[src/rtl/h264pse_pkg.sv]
// Shared types and constants of the H.264 parameter set extractor.
package h264pse_pkg;

  // Delay line depth and the most results one item can cause
  localparam int LINE_DEPTH = 5;
  localparam int NUM_CAND   = LINE_DEPTH + 1;

  // Result queue sizing
  localparam int FIFO_DEPTH  = 8;
  localparam int PTR_W       = $clog2(FIFO_DEPTH);
  localparam int CNT_W       = PTR_W + 1;
  localparam int READY_LIMIT = FIFO_DEPTH - NUM_CAND;

  // Register reset values
  localparam logic [4:0] SPS_CODE_RESET = 5'd7;
  localparam logic [4:0] PPS_CODE_RESET = 5'd8;

  // Configuration register indexes
  localparam logic REG_SPS_CODE = 1'b0;
  localparam logic REG_PPS_CODE = 1'b1;

  // Class of a byte in the delay line
  typedef enum logic [1:0] {
    CLS_NONE = 2'd0,
    CLS_SPS  = 2'd1,
    CLS_PPS  = 2'd2,
    CLS_PEND = 2'd3
  } cls_t;

  typedef struct packed {
    logic first;
    cls_t cls;
  } tag_t;

  // One candidate result from the parser
  typedef struct packed {
    logic       valid;
    logic [7:0] data;
    logic       pps;
    logic       first;
    logic       last;
  } cand_t;

  // One queued result
  typedef struct packed {
    logic [7:0] data;
    logic       pps;
    logic       first;
    logic       last;
  } res_t;

endpackage

[src/rtl/h264pse_parser.sv]
// Start code detection, unit classification and the five byte delay line.
module h264pse_parser
  import h264pse_pkg::*;
(
  input  logic                     clk,
  input  logic                     rst_n,
  input  logic                     take,
  input  logic [7:0]               stream_byte,
  input  logic                     end_of_buffer,
  input  logic                     cfg_wr_en,
  input  logic                     cfg_index,
  input  logic [4:0]               cfg_data,
  output cand_t [NUM_CAND-1:0]     cand_o
);

  logic [7:0] line_byte_r [LINE_DEPTH];
  tag_t       line_tag_r  [LINE_DEPTH];
  cls_t       cur_cls_r;
  logic [1:0] zero_run_r;
  logic       pending_r;
  logic [1:0] holdoff_r;
  logic [2:0] seen_r;
  logic [4:0] sps_code_r;
  logic [4:0] pps_code_r;

  logic [7:0] line_byte_nxt [LINE_DEPTH];
  tag_t       line_tag_nxt  [LINE_DEPTH];
  tag_t       tag_a         [LINE_DEPTH];
  cls_t       cur_cls_nxt;
  cls_t       new_cls;
  logic [1:0] zero_run_nxt;
  logic       pending_nxt;
  logic [1:0] holdoff_nxt;
  logic [2:0] seen_nxt;
  logic       det;
  logic       four;
  logic       retag;

  // Detect a start code and classify the type byte
  always_comb begin
    det   = (stream_byte == 8'd1) && (zero_run_r >= 2'd2) && (holdoff_r == 2'd0);
    four  = det && (zero_run_r == 2'd3);
    retag = !det && pending_r;
    if (stream_byte[4:0] == sps_code_r) begin
      new_cls = CLS_SPS;
    end else if (stream_byte[4:0] == pps_code_r) begin
      new_cls = CLS_PPS;
    end else begin
      new_cls = CLS_NONE;
    end
  end

  // Mark the start code bytes already in the line, then shift and retag
  always_comb begin
    for (int i = 0; i < LINE_DEPTH; i++) begin
      tag_a[i] = line_tag_r[i];
    end
    if (det) begin
      tag_a[0] = tag_t'{first: 1'b0, cls: CLS_PEND};
      tag_a[1] = tag_t'{first: !four, cls: CLS_PEND};
      if (four) begin
        tag_a[2] = tag_t'{first: 1'b1, cls: CLS_PEND};
      end
    end
    line_byte_nxt[0] = stream_byte;
    line_tag_nxt[0]  = det ? tag_t'{first: 1'b0, cls: CLS_PEND}
                           : tag_t'{first: 1'b0, cls: cur_cls_r};
    for (int i = 1; i < LINE_DEPTH; i++) begin
      line_byte_nxt[i] = line_byte_r[i-1];
      line_tag_nxt[i]  = tag_a[i-1];
    end
    if (retag) begin
      for (int i = 0; i < LINE_DEPTH; i++) begin
        if (line_tag_nxt[i].cls == CLS_PEND) begin
          line_tag_nxt[i].cls = new_cls;
        end
      end
    end
  end

  // Next values of the scan state
  always_comb begin
    seen_nxt = (seen_r == 3'(LINE_DEPTH)) ? seen_r : seen_r + 3'd1;
    if (stream_byte == 8'd0) begin
      zero_run_nxt = (zero_run_r == 2'd3) ? zero_run_r : zero_run_r + 2'd1;
    end else begin
      zero_run_nxt = 2'd0;
    end
    if (det) begin
      cur_cls_nxt = CLS_PEND;
      pending_nxt = 1'b1;
      holdoff_nxt = four ? 2'd2 : 2'd3;
    end else begin
      cur_cls_nxt = retag ? new_cls : cur_cls_r;
      pending_nxt = retag ? 1'b0 : pending_r;
      holdoff_nxt = (holdoff_r != 2'd0) ? holdoff_r - 2'd1 : 2'd0;
    end
  end

  // Build candidates: the byte leaving the line, then the flushed line
  always_comb begin
    logic later;
    later = 1'b0;
    cand_o[0].valid = (seen_r == 3'(LINE_DEPTH)) &&
                      ((line_tag_r[LINE_DEPTH-1].cls == CLS_SPS) ||
                       (line_tag_r[LINE_DEPTH-1].cls == CLS_PPS));
    cand_o[0].data  = line_byte_r[LINE_DEPTH-1];
    cand_o[0].pps   = (line_tag_r[LINE_DEPTH-1].cls == CLS_PPS);
    cand_o[0].first = line_tag_r[LINE_DEPTH-1].first;
    cand_o[0].last  = 1'b0;
    for (int k = 1; k < NUM_CAND; k++) begin
      cand_o[k].valid = end_of_buffer && (3'(LINE_DEPTH - k) < seen_nxt) &&
                        ((line_tag_nxt[LINE_DEPTH-k].cls == CLS_SPS) ||
                         (line_tag_nxt[LINE_DEPTH-k].cls == CLS_PPS));
      cand_o[k].data  = line_byte_nxt[LINE_DEPTH-k];
      cand_o[k].pps   = (line_tag_nxt[LINE_DEPTH-k].cls == CLS_PPS);
      cand_o[k].first = line_tag_nxt[LINE_DEPTH-k].first;
      cand_o[k].last  = 1'b0;
    end
    // Flag the final valid candidate
    for (int k = NUM_CAND - 1; k >= 0; k--) begin
      cand_o[k].last = cand_o[k].valid && !later;
      later = later || cand_o[k].valid;
    end
  end

  // Advance the scan state on each item; end of buffer clears it
  always_ff @(posedge clk) begin
    if (!rst_n || (take && end_of_buffer)) begin
      for (int i = 0; i < LINE_DEPTH; i++) begin
        line_byte_r[i] <= 8'd0;
        line_tag_r[i]  <= tag_t'{first: 1'b0, cls: CLS_NONE};
      end
      cur_cls_r  <= CLS_NONE;
      zero_run_r <= 2'd0;
      pending_r  <= 1'b0;
      holdoff_r  <= 2'd0;
      seen_r     <= 3'd0;
    end else if (take) begin
      for (int i = 0; i < LINE_DEPTH; i++) begin
        line_byte_r[i] <= line_byte_nxt[i];
        line_tag_r[i]  <= line_tag_nxt[i];
      end
      cur_cls_r  <= cur_cls_nxt;
      zero_run_r <= zero_run_nxt;
      pending_r  <= pending_nxt;
      holdoff_r  <= holdoff_nxt;
      seen_r     <= seen_nxt;
    end
  end

  // Type code registers
  always_ff @(posedge clk) begin
    if (!rst_n) begin
      sps_code_r <= SPS_CODE_RESET;
      pps_code_r <= PPS_CODE_RESET;
    end else if (cfg_wr_en) begin
      unique case (cfg_index)
        REG_SPS_CODE: sps_code_r <= cfg_data;
        REG_PPS_CODE: pps_code_r <= cfg_data;
        default:      sps_code_r <= sps_code_r;
      endcase
    end
  end

endmodule

[src/rtl/h264pse_result_fifo.sv]
// Result queue: packs the valid candidates of an item and hands them out one per cycle while pop is high.
module h264pse_result_fifo
  import h264pse_pkg::*;
(
  input  logic                  clk,
  input  logic                  rst_n,
  input  logic                  wr_en,
  input  cand_t [NUM_CAND-1:0]  cand_i,
  input  logic                  pop,
  output res_t                  head_o,
  output logic                  not_empty_o,
  output logic                  room_o
);

  res_t             entry_r [FIFO_DEPTH];
  logic [PTR_W-1:0] wr_ptr_r;
  logic [PTR_W-1:0] rd_ptr_r;
  logic [CNT_W-1:0] count_r;
  logic             room_r;

  logic [PTR_W-1:0] addr [NUM_CAND];
  logic [CNT_W-1:0] n_new;
  logic [CNT_W-1:0] n_add;
  logic [CNT_W-1:0] count_nxt;

  // Place each valid candidate right after the previous one
  always_comb begin
    n_new = '0;
    for (int k = 0; k < NUM_CAND; k++) begin
      addr[k] = wr_ptr_r + n_new[PTR_W-1:0];
      if (cand_i[k].valid) begin
        n_new = n_new + CNT_W'(1);
      end
    end
    n_add     = wr_en ? n_new : '0;
    count_nxt = count_r + n_add - (pop ? CNT_W'(1) : CNT_W'(0));
  end

  // Store results
  always_ff @(posedge clk) begin
    if (wr_en) begin
      for (int k = 0; k < NUM_CAND; k++) begin
        if (cand_i[k].valid) begin
          entry_r[addr[k]] <= res_t'{data: cand_i[k].data, pps: cand_i[k].pps,
                                     first: cand_i[k].first, last: cand_i[k].last};
        end
      end
    end
  end

  // Pointers, fill count and input room
  always_ff @(posedge clk) begin
    if (!rst_n) begin
      wr_ptr_r <= '0;
      rd_ptr_r <= '0;
      count_r  <= '0;
      room_r   <= 1'b0;
    end else begin
      wr_ptr_r <= wr_ptr_r + n_add[PTR_W-1:0];
      rd_ptr_r <= rd_ptr_r + (pop ? PTR_W'(1) : PTR_W'(0));
      count_r  <= count_nxt;
      room_r   <= (count_nxt <= CNT_W'(READY_LIMIT));
    end
  end

  assign head_o      = entry_r[rd_ptr_r];
  assign not_empty_o = (count_r != '0);
  assign room_o      = room_r;

endmodule

[src/rtl/h264_parameter_set_extractor_core.sv]
// The results of an item are written into the result queue as the item is accepted.
// Throughput: one item per cycle while in_ready is high; an end-of-buffer item flushes up
// to six results, drained from an eight-entry result queue one per cycle while out_ready is high.
// Input is taken while the queue holds two results or fewer, so a full flush always fits.
// Reset (rst_n low, synchronous) empties the line and queue, sets type codes to 7 and 8.
// Top level of the H.264 parameter set extractor.
module h264_parameter_set_extractor_core
  import h264pse_pkg::*;
(
  input  logic       clk,
  input  logic       rst_n,
  input  logic       in_valid,
  output logic       in_ready,
  input  logic [7:0] in_stream_byte,
  input  logic       in_end_of_buffer,
  output logic       out_valid,
  input  logic       out_ready,
  output logic [7:0] out_byte,
  output logic       out_unit_class,
  output logic       out_unit_first,
  output logic       out_run_last,
  input  logic       cfg_wr_en,
  input  logic       cfg_index,
  input  logic [4:0] cfg_data
);

  cand_t [NUM_CAND-1:0] cand;
  res_t                 head;
  logic                 take;
  logic                 pop;

  assign take = in_valid && in_ready;
  assign pop  = out_valid && out_ready;

  h264pse_parser u_parser (
    .clk           (clk),
    .rst_n         (rst_n),
    .take          (take),
    .stream_byte   (in_stream_byte),
    .end_of_buffer (in_end_of_buffer),
    .cfg_wr_en     (cfg_wr_en),
    .cfg_index     (cfg_index),
    .cfg_data      (cfg_data),
    .cand_o        (cand)
  );

  h264pse_result_fifo u_fifo (
    .clk         (clk),
    .rst_n       (rst_n),
    .wr_en       (take),
    .cand_i      (cand),
    .pop         (pop),
    .head_o      (head),
    .not_empty_o (out_valid),
    .room_o      (in_ready)
  );

  assign out_byte       = head.data;
  assign out_unit_class = head.pps;
  assign out_unit_first = head.first;
  assign out_run_last   = head.last;

endmodule

[config.mk]
export PLATFORM = sky130hd
export DESIGN_NAME = h264_parameter_set_extractor_core
export DESIGN_NICKNAME = d
export VERILOG_FILES = /design/src/rtl/h264pse_pkg.sv /design/src/rtl/h264pse_parser.sv /design/src/rtl/h264pse_result_fifo.sv /design/src/rtl/h264_parameter_set_extractor_core.sv
export SDC_FILE = /design/constraint.sdc
export NUM_CORES = 1
export LEC_CHECK = 0
export ABC_AREA = 1
export BUFFER_PORTS_ARGS = -buffer_cell sky130_fd_sc_hd__buf_2
export CORE_AREA = 4 4 171 157
export DETAILED_ROUTE_END_ITERATION = 12
export DIE_AREA = 0 0 175 161
export PLACE_DENSITY_LB_ADDON = 0.3
export SETUP_SLACK_MARGIN = 0.4
export SLEW_MARGIN = 20
export SYNTH_ARGS = -nofsm -noshare
export SYNTH_HDL_FRONTEND = slang
export SYNTH_HIERARCHICAL = 1
export SYNTH_SLANG_ARGS = --single-unit
export TNS_END_PERCENT = 20
[constraint.sdc]
create_clock -name clk -period 7.2 [get_ports clk]
set_input_delay 0.72 -clock clk [delete_from_list [all_inputs] [get_ports clk]]
set_output_delay 0.72 -clock clk [all_outputs]
set_load 0.05 [all_outputs]
==> impl_metrics.tcl <==
set metrics [dict create \
    synth_simple_gate_area_frac 0.370 \
    hold_class "reg -> reg" \
    yosys-top-cells-count "nand2_1 (653), nor2_1 (402), o21ai_0 (221), inv_1 (186), edfxtp_1 (141)" \
    ys.flop_type "edfxtp_1" \
    combPwrFrac 0.302 \
    place_congestion 1.08 \
    synthArstFlopShare 0 \
    layout-drive-gt1-share 0.0863 \
    synth_top_family_by_area "simple AND/OR/NAND/NOR gates" \
    row_count 55 \
    antenna_cells 0 \
    cts_made_buffers 17 \
    groute.usage.overall 0.336 \
    crit_slowest_cell "nand2_1" \
    cts_sinks 172 \
    internal_power_mw 1.93 \
    slew_viol_final 0 \
    worst_slew_pin_slew_ps 961 \
    syn_to_final_growth_pct 4.96 \
    die_h_um 161 \
    grt_overflow 0 \
    cellLeakagePower_nw 6.80 \
    drc_errors 0 \
    critPathArrivalTime_ps 6380 \
    clock_path_buffers 2 \
    ys_seq_area_frac 0.345 \
    htreeDepth 4 \
    drt_first_pass_iters 6 \
    routed_via_density 5.97 \
    clk_pin_slew_ps 60 \
    grt_pass1_wl_mm 73.5 \
    core_area_sq_mm 0.0249 \
    port_buffers 32 \
    powerDensity_mw_per_mm2 206 \
    slew_headroom 0.354 \
    synthMuxAreaShare 0 \
    die-area_sq_mm 0.0282 \
    min_period_ps 6300 \
    seqPwrFrac 0.399 \
    crit_buf_inv 8 \
    insertion_delay_ps 440 \
    drt_iter0_markers 2070 \
    peakVddDrop_uv 192 \
    drv_cap 0 \
    synth.most_common_cell "nand2_1" \
    endpoint_kind "register" \
    avgSynthCellArea_sq_um 6.51 \
    cpPeakStageDelay_ps 520 \
    period_share 0.874 \
    ff2ff_setup_slack_ps 900 \
    synth_adder_area_share 0.0355 \
    dp_slack_ps 582 \
    start_util 0.565 \
    power_switching_mw 1.12 \
    syn_area_sq_mm 0.0141 \
    synth_top_cell_area_share 0.301 \
    pin_count 33 \
    hpwl_mm 36.6 \
    cts_tree "built" \
    setup_viol 0 \
    wl_mm 48.2 \
    yosysUniqueCellTypes 43 \
    synth_seq_cells 172 \
    synth_xor_area_frac 0.0105 \
    fin_tns_setup_ps 0 \
    cp-start-kind "register" \
    rsz0062_at_grt "no" \
    grt_max_degree 47 \
    hold_violations 0 \
    wl_per_cell_um 19.6 \
    synth_edf_count 141 \
    die_w_um 175 \
    synth_compound_area_frac 0.128 \
    status "finished, final reports clean" \
    nets 2166 \
    layoutNonFillerInstCount 2462 \
    cts_root_buf "clkbuf_16" \
    grt_pass1_vias 13500 \
    yosysWarningCount 6 \
    hold_ws_ps 485 \
    ant_nets 0 \
    crit_fanout 14 \
    crit_family "simple AND/OR/NAND/NOR gates" \
    worst_slack_ps 904 \
    dr_total_vias 14700 \
    clock_power_share 0.300 \
    fmax_mhz 159 \
    fin_worst_skew_ps 17.1 \
    critical_path_class "reg -> reg" \
    required_ps 7280 \
    dp_cells 2426 \
    yosys-top-cells-area "edfxtp_1 (30%), nand2_1 (17%), nor2_1 (11%)" \
    synthCells 2164 \
    p_sw_frac 0.367 \
    fillCellCount 2389 \
    power_mw 3.05 \
    hold_buffers 0 \
    antenna_found_initial 0 \
    synth_top_area_cell "edfxtp_1" \
]
[layout by cell type, fill, tap and decap left out, types with 12 or more instances in the layout]
cell and n:
a21oi_1 34, a31oi_1 12, buf_2 31, buf_4 41
clkbuf_16 17, dfxtp_1 31, edfxtp_1 141, ha_1 32
inv_1 184, inv_2 17, nand2_1 651, nand2_2 19
nand3_1 70, nand3_2 17, nand4_1 51, nor2_1 401
nor2_2 16, o211ai_1 40, o21ai_0 221, o22ai_1 14
[worst reg2reg max path, delay by kind of cell (launching register included)]
kind                       cells  cell delay, ps
and+or+nand+nor               19            3270
DFF                            1             370
xor gates and xnor gates       1             200
adders and majority gates      5            1450
buffers and inverters          8             650
[state kept, by name, summed over array words and instances (netlist names)]
signal,flops
u_parser/cur_cls_r,2
u_parser/seen_r,3
u_fifo/rd_ptr_r,3
u_parser/line_byte_r,40
u_parser/pps_code_r,5
u_parser/holdoff_r,2
u_parser/pending_r,1
u_parser/line_tag_r,13
u_parser/zero_run_r,2
u_fifo/count_r,4
u_fifo/room_o,1
u_parser/sps_code_r,5
u_fifo/wr_ptr_r,3
u_fifo/entry_r,88
[per-layer routing]
| layer | track usage | part of all wire |
|---|---|---|
| met2 | 0.527 | 0.44 |
| met4 | 0.211 | 0.069 |
| met1 | 0.428 | 0.38 |
| met3 | 0.0683 | 0.11 |
| met5 | 0 | 0 |
[power by group through the flow]
stage / clock, mW / sequential [mW] / combinational (mW)
final: 0.914 / 1.22 / 0.920
after global routing: 0.970 / 1.22 / 1.01
after CTS: 0.925 / 1.21 / 0.902
after detailed placement: 0 / 1.23 / 0.898
after global placement: 0 / 1.23 / 0.871
after floorplan: 0 / 1.19 / 0.678
[logic make-up after synthesis]
logic type	count (synthesis)
and+or+nand+nor	1254
other	1
buffers and inverters	353
xor gates and xnor gates	16
adders and majority gates	37
DFF	172
AOI/OAI and AO/OA	331
[cell type report]
type / instances / area [sq um] / area share
Clock buffer: 19 / 433 / 0.0293
Inverter: 205 / 772 / 0.0522
Multi-Input combinational cell: 1640 / 7680 / 0.519
Tap cell: 342 / 428 / 0.0289
Clock inverter: 11 / 145 / 0.00982
Sequential cell: 172 / 4850 / 0.328
Timing Repair Buffer: 73 / 470 / 0.0318
[final timing paths]
path | start | to | cells past startpoint
setup / recovery | u_parser/zero_run_r[0] | u_fifo/entry_r[0][5] | 33
hold / removal | u_parser/pps_code_r[4] | u_parser/pps_code_r[4] | 2
setup reg to reg | u_parser/zero_run_r[0] | u_fifo/entry_r[0][5] | 33
hold reg to reg | u_parser/pps_code_r[4] | u_parser/pps_code_r[4] | 2
[stage by stage]
stage / util / cell area [sq um]
2_1_floorplan: - / 14100
3_3_place_gp: 0.568 / 14200
3_5_place_dp: 0.568 / 14200
4_1_cts: 0.591 / 14700
5_1_grt: 0.593 / 14800
6_report: 0.593 / 14800
[repair_timing]
action                                  CTS  global route
endpoints found under the setup margin    0            81
buffers inserted                          0             6
resized for setup                         0             3
No activity file was read; power rests on OpenSTA's default activity.
